<file path="config.mk">
export PLATFORM = sky130hd
export DESIGN_NAME = decimal_lsd_radix_sorter_top
export DESIGN_NICKNAME = d
export VERILOG_FILES = /design/src/rtl/core/dlrs_pkg.sv /design/src/rtl/core/dlrs_ctrl.sv /design/src/rtl/core/dlrs_datapath.sv /design/src/rtl/core/decimal_lsd_radix_sorter_top.sv
export SDC_FILE = /design/constraint.sdc
export NUM_CORES = 2
export LEC_CHECK = 0
export BUFFER_PORTS_ARGS = -buffer_cell sky130_fd_sc_hd__buf_2
export CORE_ASPECT_RATIO = 0.5
export CORE_MARGIN = 3
export CORE_UTILIZATION = 40
export CTS_BUF_LIST = sky130_fd_sc_hd__clkbuf_4 sky130_fd_sc_hd__clkbuf_8
export DETAILED_ROUTE_END_ITERATION = 12
export PLACE_DENSITY_LB_ADDON = 0.05
export SETUP_SLACK_MARGIN = 0.1
export SLEW_MARGIN = 20
export SYNTH_ARGS = -nofsm -noshare
export SYNTH_HDL_FRONTEND = slang
export SYNTH_HIERARCHICAL = 1
export SYNTH_SLANG_ARGS = --single-unit
</file>
<file path="constraint.sdc">
create_clock -name clock -period 8.95 [get_ports clock]
set_input_delay 0 -clock clock [delete_from_list [all_inputs] [get_ports clock]]
set_output_delay 0 -clock clock [all_outputs]
set_load 0.02 [all_outputs]
</file>
<file path="src/rtl/core/dlrs_pkg.sv">
// ----------------------------------------------------------------------------
// dlrs_pkg
// Shared constants, types and helper functions of the decimal LSD radix
// sorter: value limits, decimal digit conversion, controller/datapath links.
// ----------------------------------------------------------------------------
package dlrs_pkg;

   localparam int MAX_ITEMS_DEF    = 64;
   localparam int DIGIT_PASSES_DEF = 4;

   localparam int RADIX     = 10;
   localparam int VALUE_W   = 14;
   localparam int VALUE_MAX = 9999;
   localparam int DIGIT_W   = 4;
   localparam int BCD_W     = 16;
   localparam int PASS_W    = 2;

   // value / 100 as (value * HI_RECIP) >> HI_SHIFT, exact for 0..9999
   localparam int HI_RECIP = 5243;
   localparam int HI_SHIFT = 19;
   localparam int HI_W     = 7;
   localparam int PROD_W   = 27;

   // tens of a value below 100 as (x * TENS_RECIP) >> TENS_SHIFT
   localparam int TENS_RECIP = 205;
   localparam int TENS_SHIFT = 11;
   localparam int TENS_PW    = 15;

   typedef struct packed {
      logic               in_take;
      logic               cvt;
      logic               wr_load;
      logic               clr_cnt;
      logic               pfx_step;
      logic [DIGIT_W-1:0] pfx_digit;
      logic               rd_cnt;
      logic               rd_sct;
      logic               rd_out;
      logic               out_last;
      logic [PASS_W-1:0]  pass;
      logic               src_bank;
      logic               set_done;
   } dlrs_cmd_type;

   typedef struct packed {
      logic item_last;
      logic rsp_busy;
   } dlrs_status_type;

   // two BCD digits of a value below 100
   function automatic logic [2*DIGIT_W-1:0] bcd99(input logic [HI_W-1:0] x);
      logic [TENS_PW-1:0] prod;
      logic [DIGIT_W-1:0] tens;
      logic [HI_W-1:0]    rest;
      prod = TENS_PW'(x) * TENS_PW'(TENS_RECIP);
      tens = prod[TENS_SHIFT +: DIGIT_W];
      rest = x - HI_W'(tens) * HI_W'(RADIX);
      return {tens, rest[DIGIT_W-1:0]};
   endfunction

   function automatic logic [VALUE_W-1:0] bcd_to_bin(input logic [BCD_W-1:0] b);
      return VALUE_W'(b[15:12]) * VALUE_W'(1000) + VALUE_W'(b[11:8]) * VALUE_W'(100)
           + VALUE_W'(b[7:4]) * VALUE_W'(RADIX) + VALUE_W'(b[3:0]);
   endfunction

endpackage

</file>
<file path="src/rtl/core/dlrs_ctrl.sv">
// ----------------------------------------------------------------------------
// dlrs_ctrl
// Sequencer of the sorter: load, per-pass clear/count/prefix/scatter, and
// the output drain. Drives the datapath through a command struct.
// ----------------------------------------------------------------------------
module dlrs_ctrl
   import dlrs_pkg::*;
#(
   parameter int MAX_ITEMS    = MAX_ITEMS_DEF,
   parameter int DIGIT_PASSES = DIGIT_PASSES_DEF
) (
   input  logic                               clock,
   input  logic                               reset,
   input  logic                               req_valid,
   output logic                               req_stall,
   input  logic [$clog2(MAX_ITEMS+1)-1:0]     item_count,
   input  dlrs_status_type                    status,
   output dlrs_cmd_type                       cmd,
   output logic [$clog2(MAX_ITEMS)-1:0]       rd_addr
);

   localparam int CW = $clog2(MAX_ITEMS + 1);
   localparam int AW = $clog2(MAX_ITEMS);

   localparam logic [3:0] ST_LOAD = 4'd0;
   localparam logic [3:0] ST_CVT  = 4'd1;
   localparam logic [3:0] ST_WR   = 4'd2;
   localparam logic [3:0] ST_CLR  = 4'd3;
   localparam logic [3:0] ST_CNT  = 4'd4;
   localparam logic [3:0] ST_PFX  = 4'd5;
   localparam logic [3:0] ST_SCT  = 4'd6;
   localparam logic [3:0] ST_OUT  = 4'd7;

   logic [3:0]         state_ff, state_in;
   logic [CW-1:0]      idx_ff, idx_in;
   logic [DIGIT_W-1:0] pd_ff, pd_in;
   logic [PASS_W-1:0]  pass_ff, pass_in;
   logic               bank_ff, bank_in;
   logic               pend_ff, pend_in;
   logic               more;

   assign more      = idx_ff < item_count;
   assign req_stall = state_ff != ST_LOAD;
   assign rd_addr   = idx_ff[AW-1:0];

   always_comb begin
      state_in = state_ff;
      idx_in   = idx_ff;
      pd_in    = pd_ff;
      pass_in  = pass_ff;
      bank_in  = bank_ff;
      pend_in  = 1'b0;
      cmd           = '0;
      cmd.pfx_digit = pd_ff;
      cmd.pass      = pass_ff;
      cmd.src_bank  = bank_ff;
      case (state_ff)
         ST_LOAD: begin
            cmd.in_take = req_valid;
            if (req_valid) state_in = ST_CVT;
         end
         ST_CVT: begin
            cmd.cvt  = 1'b1;
            state_in = ST_WR;
         end
         ST_WR: begin
            cmd.wr_load = 1'b1;
            if (status.item_last) begin
               state_in = ST_CLR;
               pass_in  = '0;
               bank_in  = 1'b0;
            end else begin
               state_in = ST_LOAD;
            end
         end
         ST_CLR: begin
            cmd.clr_cnt = 1'b1;
            idx_in      = '0;
            state_in    = ST_CNT;
         end
         ST_CNT: begin
            // last read's data is counted in the cycle where idx reaches n
            cmd.rd_cnt = more;
            if (more) begin
               idx_in = idx_ff + CW'(1);
            end else begin
               idx_in   = '0;
               pd_in    = '0;
               state_in = ST_PFX;
            end
         end
         ST_PFX: begin
            cmd.pfx_step = 1'b1;
            if (pd_ff == DIGIT_W'(RADIX - 1)) begin
               pd_in    = '0;
               state_in = ST_SCT;
            end else begin
               pd_in = pd_ff + DIGIT_W'(1);
            end
         end
         ST_SCT: begin
            cmd.rd_sct = more;
            if (more) begin
               idx_in = idx_ff + CW'(1);
            end else begin
               idx_in  = '0;
               pass_in = pass_ff + PASS_W'(1);
               bank_in = ~bank_ff;
               if (pass_ff == PASS_W'(DIGIT_PASSES - 1)) state_in = ST_OUT;
               else                                      state_in = ST_CLR;
            end
         end
         ST_OUT: begin
            // one read in flight at a time; issue only when the output register frees
            if (!pend_ff && more && !status.rsp_busy) begin
               cmd.rd_out   = 1'b1;
               cmd.out_last = (idx_ff + CW'(1)) == item_count;
               idx_in       = idx_ff + CW'(1);
               pend_in      = 1'b1;
            end else if (!pend_ff && !more) begin
               cmd.set_done = 1'b1;
               idx_in       = '0;
               state_in     = ST_LOAD;
            end
         end
         default: begin
            state_in = ST_LOAD;
         end
      endcase
   end

   always_ff @(posedge clock) begin
      if (reset) begin
         state_ff <= ST_LOAD;
         idx_ff   <= '0;
         pd_ff    <= '0;
         pass_ff  <= '0;
         bank_ff  <= 1'b0;
         pend_ff  <= 1'b0;
      end else begin
         state_ff <= state_in;
         idx_ff   <= idx_in;
         pd_ff    <= pd_in;
         pass_ff  <= pass_in;
         bank_ff  <= bank_in;
         pend_ff  <= pend_in;
      end
   end

endmodule

</file>
<file path="src/rtl/core/dlrs_datapath.sv">
// ----------------------------------------------------------------------------
// dlrs_datapath
// Input conversion to BCD, two ping-pong element stores, ten digit counters
// with prefix accumulator, scatter write path and the output register.
// ----------------------------------------------------------------------------
module dlrs_datapath
   import dlrs_pkg::*;
#(
   parameter int MAX_ITEMS = MAX_ITEMS_DEF
) (
   input  logic                               clock,
   input  logic                               reset,
   input  logic [VALUE_W-1:0]                 req_value,
   input  logic                               req_last,
   output logic                               rsp_valid,
   input  logic                               rsp_stall,
   output logic [VALUE_W-1:0]                 rsp_value_res,
   output logic                               rsp_last_res,
   output logic                               rsp_dropped,
   input  dlrs_cmd_type                       cmd,
   input  logic [$clog2(MAX_ITEMS)-1:0]       rd_addr,
   output logic [$clog2(MAX_ITEMS+1)-1:0]     item_count,
   output dlrs_status_type                    status
);

   localparam int CW = $clog2(MAX_ITEMS + 1);
   localparam int AW = $clog2(MAX_ITEMS);

   // input conversion
   logic [VALUE_W-1:0] sat_val;
   logic [PROD_W-1:0]  hi_prod;
   logic [VALUE_W-1:0] v_ff;
   logic [HI_W-1:0]    hi_ff;
   logic [HI_W-1:0]    lo_ff;
   logic               last_ff;
   logic [BCD_W-1:0]   load_bcd;

   logic [CW-1:0]      item_cnt_ff;
   logic               ovf_ff;
   logic               room;

   logic [BCD_W-1:0]   bank0 [MAX_ITEMS];
   logic [BCD_W-1:0]   bank1 [MAX_ITEMS];
   logic [BCD_W-1:0]   rd0_ff, rd1_ff;
   logic [BCD_W-1:0]   rd_word;
   logic               rd_en;
   logic               rd_cnt_ff, rd_sct_ff, rd_out_ff, rd_last_ff;

   logic [CW-1:0]      counts_ff [RADIX];
   logic [CW-1:0]      acc_ff;
   logic [DIGIT_W-1:0] dg;
   logic               dg_ok;
   logic [DIGIT_W-1:0] cnt_sel;
   logic [CW-1:0]      cnt_rd;

   logic               we0, we1;
   logic [AW-1:0]      wa0;
   logic [BCD_W-1:0]   wd0;

   logic               rsp_valid_ff;
   logic [VALUE_W-1:0] rsp_value_ff;
   logic               rsp_last_ff;
   logic               rsp_dropped_ff;

   assign sat_val  = (req_value > VALUE_W'(VALUE_MAX)) ? VALUE_W'(VALUE_MAX) : req_value;
   assign hi_prod  = PROD_W'(sat_val) * PROD_W'(HI_RECIP);
   assign load_bcd = {bcd99(hi_ff), bcd99(lo_ff)};
   assign room     = item_cnt_ff < CW'(MAX_ITEMS);

   always_ff @(posedge clock) begin
      if (cmd.in_take) begin
         v_ff    <= sat_val;
         hi_ff   <= hi_prod[HI_SHIFT +: HI_W];
         last_ff <= req_last;
      end
      if (cmd.cvt) lo_ff <= HI_W'(v_ff - VALUE_W'(hi_ff) * VALUE_W'(100));
   end

   always_ff @(posedge clock) begin
      if (reset) begin
         item_cnt_ff <= '0;
         ovf_ff      <= 1'b0;
      end else if (cmd.set_done) begin
         item_cnt_ff <= '0;
         ovf_ff      <= 1'b0;
      end else if (cmd.wr_load) begin
         if (room) item_cnt_ff <= item_cnt_ff + CW'(1);
         else      ovf_ff      <= 1'b1;
      end
   end

   assign item_count       = item_cnt_ff;
   assign status.item_last = last_ff;
   assign status.rsp_busy  = rsp_valid_ff && rsp_stall;

   // read data of the current source store and its digit for this pass
   assign rd_word = cmd.src_bank ? rd1_ff : rd0_ff;
   assign dg      = rd_word[{cmd.pass, 2'b00} +: DIGIT_W];
   assign dg_ok   = dg < DIGIT_W'(RADIX);
   assign cnt_sel = cmd.pfx_step ? cmd.pfx_digit : dg;
   assign cnt_rd  = (cnt_sel < DIGIT_W'(RADIX)) ? counts_ff[cnt_sel] : '0;

   always_ff @(posedge clock) begin
      if (cmd.clr_cnt) begin
         for (int d = 0; d < RADIX; d++) counts_ff[d] <= '0;
         acc_ff <= '0;
      end else if (cmd.pfx_step) begin
         // exclusive prefix: counter becomes the first slot of its digit
         counts_ff[cmd.pfx_digit] <= acc_ff;
         acc_ff                   <= acc_ff + cnt_rd;
      end else if ((rd_cnt_ff || rd_sct_ff) && dg_ok) begin
         counts_ff[dg] <= cnt_rd + CW'(1);
      end
   end

   assign rd_en = cmd.rd_cnt || cmd.rd_sct || cmd.rd_out;

   always_ff @(posedge clock) begin
      if (reset) begin
         rd_cnt_ff  <= 1'b0;
         rd_sct_ff  <= 1'b0;
         rd_out_ff  <= 1'b0;
         rd_last_ff <= 1'b0;
      end else begin
         rd_cnt_ff  <= cmd.rd_cnt;
         rd_sct_ff  <= cmd.rd_sct;
         rd_out_ff  <= cmd.rd_out;
         rd_last_ff <= cmd.out_last;
      end
   end

   // store 0 takes loads and scatters from store 1; store 1 takes scatters from store 0
   assign we0 = (cmd.wr_load && room) || (rd_sct_ff && dg_ok && cmd.src_bank);
   assign wa0 = cmd.wr_load ? item_cnt_ff[AW-1:0] : cnt_rd[AW-1:0];
   assign wd0 = cmd.wr_load ? load_bcd : rd_word;
   assign we1 = rd_sct_ff && dg_ok && !cmd.src_bank;

   always_ff @(posedge clock) begin
      if (we0) bank0[wa0] <= wd0;
      if (rd_en) rd0_ff <= bank0[rd_addr];
   end

   always_ff @(posedge clock) begin
      if (we1) bank1[cnt_rd[AW-1:0]] <= rd_word;
      if (rd_en) rd1_ff <= bank1[rd_addr];
   end

   always_ff @(posedge clock) begin
      if (reset) begin
         rsp_valid_ff <= 1'b0;
      end else if (rd_out_ff) begin
         rsp_valid_ff <= 1'b1;
      end else if (!rsp_stall) begin
         rsp_valid_ff <= 1'b0;
      end
   end

   always_ff @(posedge clock) begin
      if (rd_out_ff) begin
         rsp_value_ff   <= bcd_to_bin(rd_word);
         rsp_last_ff    <= rd_last_ff;
         rsp_dropped_ff <= ovf_ff;
      end
   end

   assign rsp_valid     = rsp_valid_ff;
   assign rsp_value_res = rsp_value_ff;
   assign rsp_last_res  = rsp_last_ff;
   assign rsp_dropped   = rsp_dropped_ff;

endmodule

</file>
<file path="src/rtl/core/decimal_lsd_radix_sorter_top.sv">
// Each loaded item goes through take, split and BCD write; the next item is taken
// only after that write. Sort after the last item: DIGIT_PASSES passes over the n
// held items, each pass being clear, count, prefix over ten counters, scatter.
// Output: one store read in flight at a time; a read issues once the output register frees.
// Reset clears the sequencer, item count, overflow flag and output valid;
// the element stores need no clearing.
// ----------------------------------------------------------------------------
// decimal_lsd_radix_sorter_top
// Base-10 LSD radix sorter: collects up to MAX_ITEMS values, sorts them with
// stable counting passes and returns the run in ascending order.
// ----------------------------------------------------------------------------
module decimal_lsd_radix_sorter_top
   import dlrs_pkg::*;
#(
   parameter int MAX_ITEMS    = MAX_ITEMS_DEF,
   parameter int DIGIT_PASSES = DIGIT_PASSES_DEF
) (
   input  logic               clock,
   input  logic               reset,
   input  logic               req_valid,
   output logic               req_stall,
   input  logic [VALUE_W-1:0] req_value,
   input  logic               req_last,
   output logic               rsp_valid,
   input  logic               rsp_stall,
   output logic [VALUE_W-1:0] rsp_value_res,
   output logic               rsp_last_res,
   output logic               rsp_dropped
);

   localparam int CW = $clog2(MAX_ITEMS + 1);
   localparam int AW = $clog2(MAX_ITEMS);

   dlrs_cmd_type    cmd;
   dlrs_status_type status;
   logic [CW-1:0]   item_count;
   logic [AW-1:0]   rd_addr;

   dlrs_ctrl #(
      .MAX_ITEMS    (MAX_ITEMS),
      .DIGIT_PASSES (DIGIT_PASSES)
   ) u_ctrl (
      .clock      (clock),
      .reset      (reset),
      .req_valid  (req_valid),
      .req_stall  (req_stall),
      .item_count (item_count),
      .status     (status),
      .cmd        (cmd),
      .rd_addr    (rd_addr)
   );

   dlrs_datapath #(
      .MAX_ITEMS (MAX_ITEMS)
   ) u_datapath (
      .clock         (clock),
      .reset         (reset),
      .req_value     (req_value),
      .req_last      (req_last),
      .rsp_valid     (rsp_valid),
      .rsp_stall     (rsp_stall),
      .rsp_value_res (rsp_value_res),
      .rsp_last_res  (rsp_last_res),
      .rsp_dropped   (rsp_dropped),
      .cmd           (cmd),
      .rd_addr       (rd_addr),
      .item_count    (item_count),
      .status        (status)
   );

endmodule
</file>
Yosys cells after proc, flatten, opt, wreduce, memory -nomap -nowiden --
Memory sizes are Yosys's and may differ from the RTL's. A register that Yosys moved wholly into a read port is not among the register bits. Index checks and enable logic that the tools add are counted. Widths: inputs -> output; s select.
Storage, ports and cells: register bits 77, logic and storage cells 170, input bits 19, memory bits (writable) 2118, output and inout port bits 18, bits in read-only memories 0, memories 3, latch bits 0
Memory list:
- u_datapath.bank0 | words 64, bits a word 16, read ports 1, clocked after memory_dff 1, write ports 1, RTL line dlrs_datapath.sv:42 | logic [BCD_W-1:0] bank0 [MAX_ITEMS];
- u_datapath.bank1 | words 64, bits a word 16, read ports 1, clocked after memory_dff 1, write ports 1, RTL line dlrs_datapath.sv:43 | logic [BCD_W-1:0] bank1 [MAX_ITEMS];
- u_datapath.counts_ff | words 10, bits a word 7, read ports 1, clocked after memory_dff 0, write ports 10, RTL line dlrs_datapath.sv:49 | logic [CW-1:0] counts_ff [RADIX];
Operators by class: reduce and logical (&&, ||, !) cells 34, div/mod/pow operators 0, add/sub/neg operators 12, bitwise gates (word level) 4, magnitude comparators 5, equal/unequal tests 19, shifts and indexed selects 1, $mul 9, muxes and demuxes 62
Operators by type and width (count):
- $mux 4 | 11
- $mux 7 | 6
- $mux 16 | 2
- $pmux 4 s8 | 1
- $mul 7x8->15 const B | 2
- $mux 1 | 30
- $mul 14x13->26 const B | 1
- $add 7x1->7 const B | 3
- $pmux 7 s3 | 1
- $eq 4x3->1 const B | 4
- $shiftx 16x5->4 | 1
- $add 14x11->14 | 1
- $add 14x4->14 | 1
- $add 14x8->14 | 1
- $gt 14x14->1 const B | 1
- $mux 14 | 1
- $reduce_or 7->1 | 2
- $mul 4x7->11 const B | 1
- $mux 2 | 5
- $logic_and 1x1->1 | 9
- $mul 4x5->9 const B | 1
- $eq 4x2->1 const B | 2
- $lt 4x4->1 const B | 2
- $mul 4x3->3 const B | 2
- other kinds (33) | 55

Logic depth before layout (Yosys ltp) --
depth after elaboration 10, gate-level depth with buffers 28, mapped depth without buffers 25

By module --
Netlist, hierarchy kept.
By module, submodules not included:
- dlrs_datapath | sequential area each 65783.1 µm², area an instance 91700.4 µm², cells each 4360, instances 1
- dlrs_ctrl | sequential area each 360.3 µm², area an instance 1437.6 µm², cells each 181, instances 1

Worst setup path before layout --
No wires, ideal clock.
path type flip-flop to flip-flop, from register u_datapath.hi_ff[4], to memory u_datapath.bank0[0][11] (data pin), cell stages (with the launch flop) 20, setup slack 2560 ps, clock period less this slack 6390 ps, arrival time 5842 ps, cell sequence edfxtp_1 ha_1 ha_1 inv_1 fa_1 inv_1 fa_1 ha_1 a31o_2 a21oi_1 o21ai_0 nand2_1 xnor2_1 ha_1 inv_1 fa_1 xor2_1 xnor2_1 xnor2_1 a21oi_1
Between the ends: cells in the longest elaborated chain, start to end 4
RTL lines:
- start: declaration | RTL line dlrs_datapath.sv:33 | logic [HI_W-1:0] hi_ff;
- start signal: assignment | RTL line dlrs_datapath.sv:73 | hi_ff <= hi_prod[HI_SHIFT +: HI_W];
- $mul 7x8->15 | RTL line dlrs_pkg.sv:55 | prod = TENS_PW'(x) * TENS_PW'(TENS_RECIP);
- $mul 4x3->3 | RTL line dlrs_pkg.sv:57 | rest = x - HI_W'(tens) * HI_W'(RADIX);
- $sub 4x4->4 | RTL line dlrs_pkg.sv:57
- $mux 16 | RTL line dlrs_datapath.sv:135 | assign wd0 = cmd.wr_load ? load_bcd : rd_word;
- net u_datapath.wd0[11] | RTL line dlrs_datapath.sv:58 | logic [BCD_W-1:0] wd0;
- end: declaration | RTL line dlrs_datapath.sv:42
The timed path passes the listed nets, and every way through them passes these cells.

Worst setup path in the final report --
from register u_ctrl.bank_ff, to register u_datapath.rsp_value_ff[13], in the netlist u_datapath/rsp_value_res[13] (data pin)
Between the ends: cells in the longest elaborated chain, start to end 5, elaborated cells on any way between the ends 7
RTL lines:
- start: declaration | RTL line dlrs_ctrl.sv:38 | logic bank_ff, bank_in;
- start signal: assignment | RTL line dlrs_ctrl.sv:145 | bank_ff <= bank_in;
- $mux 16 | RTL line dlrs_datapath.sv:97 | assign rd_word = cmd.src_bank ? rd1_ff : rd0_ff;
- net u_datapath.rd_word[13] | RTL line dlrs_datapath.sv:45 | logic [BCD_W-1:0] rd_word;
- $mul 4x7->11 | RTL line dlrs_pkg.sv:62 | return VALUE_W'(b[15:12]) * VALUE_W'(1000) + VALUE_W'(b[11:8]) * VALUE_W'(100)
- $add 14x11->14 | RTL line dlrs_pkg.sv:62
- $add 14x8->14 | RTL line dlrs_pkg.sv:63 | + VALUE_W'(b[7:4]) * VALUE_W'(RADIX) + VALUE_W'(b[3:0]);
- $add 14x4->14 | RTL line dlrs_pkg.sv:63
- end signal: assignment | RTL line dlrs_datapath.sv:160 | rsp_value_ff <= bcd_to_bin(rd_word);
- end: declaration | RTL line dlrs_datapath.sv:61 | logic [VALUE_W-1:0] rsp_value_ff;
The timed path passes the listed nets, and every way through them passes these cells. A chain may end at the register's enable or synchronous reset.

==> out/results.txt <==
cell taking the most area after synthesis = edfxtp_1
yosys warns = 6
Final min period = 6.72 ns
htree depth = 5
clock skew = 0.0520 ns
Finish-stage setup viols = 0
Layout Cells excl Fill = 8212
Core Region = 0.230 sq mm
DIE AREA = 0.239 sq mm
drt first pass iters = 6
detailed placement HPWL = 154000 um
Worst setup startpoint = u_ctrl/bank_ff$_SDFFE_PP0P_
total CTS buffers = 332
CTS root buffer = clkbuf_8
PD cells = 274 mW/mm^2
post-synthesis instance total = 4541
count leader, synth = edfxtp_1
syn avg cell area = 20.5 sq um
gpl congestion = 0.839
initial antenna violation count = 18
post-synthesis cell type count = 79
slew margin rel. = 14.2%
top sig layer = met4
routed length per instance = 30.5 um
Area contributors post-synth = edfxtp_1 70%, mux4_2 16%, ha_1 3.1%, fa_1 2.0%, nor2_1 1.0%
cell total after placement = 7613
FF+latch count, synth = 2215
Layout area overhead = 12.4%
final-stage net count = 5221
outcome = finished clean
post-CTS setup buffers = 0
startpoint types = flop
post-synthesis async set-or-reset flop share = 0%
type of the worst min-delay path = in -> reg
TritonCTS Sinks = 2215
CP Class = reg -> reg
clk slew on worst S/H paths = 0.07 ns
Via Count = 45619
Critical Path AT = 7.40 ns
Final Slew Violations = 0
number of flops mapped to enable cells by yosys = 2178
Die W = 688 um
WP data required = 9.62 ns
VDD IR max = 0.290 mV
Top FF cell, synth = edfxtp_1
wire length on met2 = 115000 um
I/O Buffers = 36
Max Cap Violations = 0
Max Freq = 149 MHz
top post-synthesis cells by count = 2178 x edfxtp_1, 672 x mux4_2, 257 x nor2_1, 234 x ha_1, 232 x inv_1
first-pass GRT wire length = 357000 um
Critical Path End Type = flop
post-route ant nets = 0
Worst-Skew Late Latency = 0.95 ns
Total GRT Usage = 21.1%
crit-path max FO = 67
sequential area share after synthesis = 71.0%
Final period util = 75.1%
RSZ-0062 raised after global routing = false
Met1 Wirelength = 115000 um
hold_ws = 0.175 ns
Mapped Nets = 4886
final WL = 251000 um
post-layout util = 45.5%
share of cells above drive strength 1 = 30.5%
row cnt = 124
io pins = 37
Cell Area, Synth = 0.0931 sq mm
Worst R2R Start = u_ctrl/bank_ff$_SDFFE_PP0P_
CTS tree = yes
Power Total = 28.7 mW
Initial DRC Count = 4372
setup TNS = 0 ns
worst hold start = req_value[5]
top cell type's share of synthesized area = 70.2%
Longest Clk Path Bufs = 4
pin slew with the least headroom to its limit = 1.28 ns
Residual DRC = 0
vias in the first global route = 47099
Leak = 33.2 nW
GRT overflow = 0
post-CTS sizing = 0
Die Ht = 347 um
Via density = 5.56
WL met3 = 16600 um
largest net degree at the start of global routing = 113
endpoints failing hold = 0
Starting Density = 40.5%
[per-layer routing]
metal / global-route usage [%] / up-vias
met4: 4.33 / 0
met2: 32.4 / 1473
met3: 4.12 / 321
met1: 31.4 / 24726
met5: 0 / -
li1: - / 19099
[flip-flops by register name, summed over array words and instances (netlist names), 2 cells and up]
name / flops
u_datapath/lo_ff: 7
u_datapath/rsp_value_res: 14
u_datapath/rd1_ff: 16
u_ctrl/pd_ff: 4
u_datapath/hi_ff: 7
u_datapath/bank0: 1024
u_datapath/counts_ff: 60
u_ctrl/state_ff: 3
u_datapath/acc_ff: 6
u_datapath/v_ff: 7
u_ctrl/pass_ff: 2
u_datapath/bank1: 1024
u_datapath/rd0_ff: 16
u_ctrl/idx_ff: 7
u_datapath/item_count: 7
[kinds of logic after synthesis]
group                    after synthesis  share of synthesized area, %
AO/OA/AOI/OAI                        198                          1.49
XOR/XNOR                              87                         0.818
adder cells (fa/ha/maj)              326                          5.12
buffers and inverters                440                          1.85
flip-flops                          2215                          71.0
multiplexers                         747                          17.1
AND/OR/NAND/NOR                      528                          2.62
[layout by cell type, fill, tap and decap left out, types with 30 or more instances in the layout]
cell         n
edfxtp_1  2178
mux4_2     672
clkbuf_8   347
ha_1       234
inv_1      216
nor2_1     159
buf_4      151
clkbuf_4   101
nand2_1    100
fa_1        92
nor2_2      79
clkinv_1    78
xnor2_1     61
mux2i_1     47
a21oi_1     42
o21ai_0     41
buf_2       36
nand2b_1    33
clkinv_2    32
dfxtp_1     30
[final timing paths]
| check | endpoint | slack, ns | cells after the start |
|---|---|---|---|
| setup / recovery | u_datapath/rsp_value_res[13]$_DFFE_PP_ | 2.23 | 19 |
| hold / removal | u_datapath/v_ff[5]$_DFFE_PP_ | 0.18 | 4 |
| setup reg to reg | u_datapath/rsp_value_res[13]$_DFFE_PP_ | 2.23 | 19 |
| hold reg to reg | u_datapath/rsp_last_res$_DFFE_PP_ | 0.42 | 0 |
[critical path, stage by stage, from the launching register on]
cell and delay (ns):
dfxtp_2 0.74, mux2i_2 0.67, buf_4 0.31, clkinv_2 0.75
ha_1 0.64, inv_1 0.05, fa_1 0.48, fa_1 0.49
inv_1 0.05, fa_1 0.43, ha_1 0.28, ha_1 0.31
a21boi_0 0.16, o21ai_0 0.23, a21boi_0 0.15, o21ai_0 0.17
nand2b_1 0.11, a21o_1 0.18, a21oi_1 0.17, xnor2_1 0.08
[power by group]
group / total (mW) / internal (mW) / switching, mW
registers: 13.1 / 12.9 / 0.178
clock network: 8.20 / 4.29 / 3.91
logic: 7.44 / 2.40 / 5.04
total: 28.7 / 19.6 / 9.12
[repair_timing]
item	in CTS	in global routing
hold buffers	15	0
endpoints found under the hold margin	55	0
endpoints found under the setup margin	0	0
[area by class of cell]
type	count	area [sq um]
well taps	3087	3860
diodes	6	15.0
repair buffers	209	1610
clock inverters	129	835
fillers	19537	125000
multi-input cells	1886	25800
inverters	232	873
flip-flops and latches	2215	66200
clock buffers	448	5530
[metrics by stage]
| step | cell area [sq um] | setup slack [ns] |
|---|---|---|
| after floorplan | 93100 | 2.56 |
| after global placement | 98000 | 2.26 |
| after detailed placement | 98100 | 2.30 |
| after CTS | 105000 | 2.28 |
| after global routing | 105000 | 1.82 |
| final | 105000 | 2.23 |
Note: power is estimated with default switching activity, not from simulation.
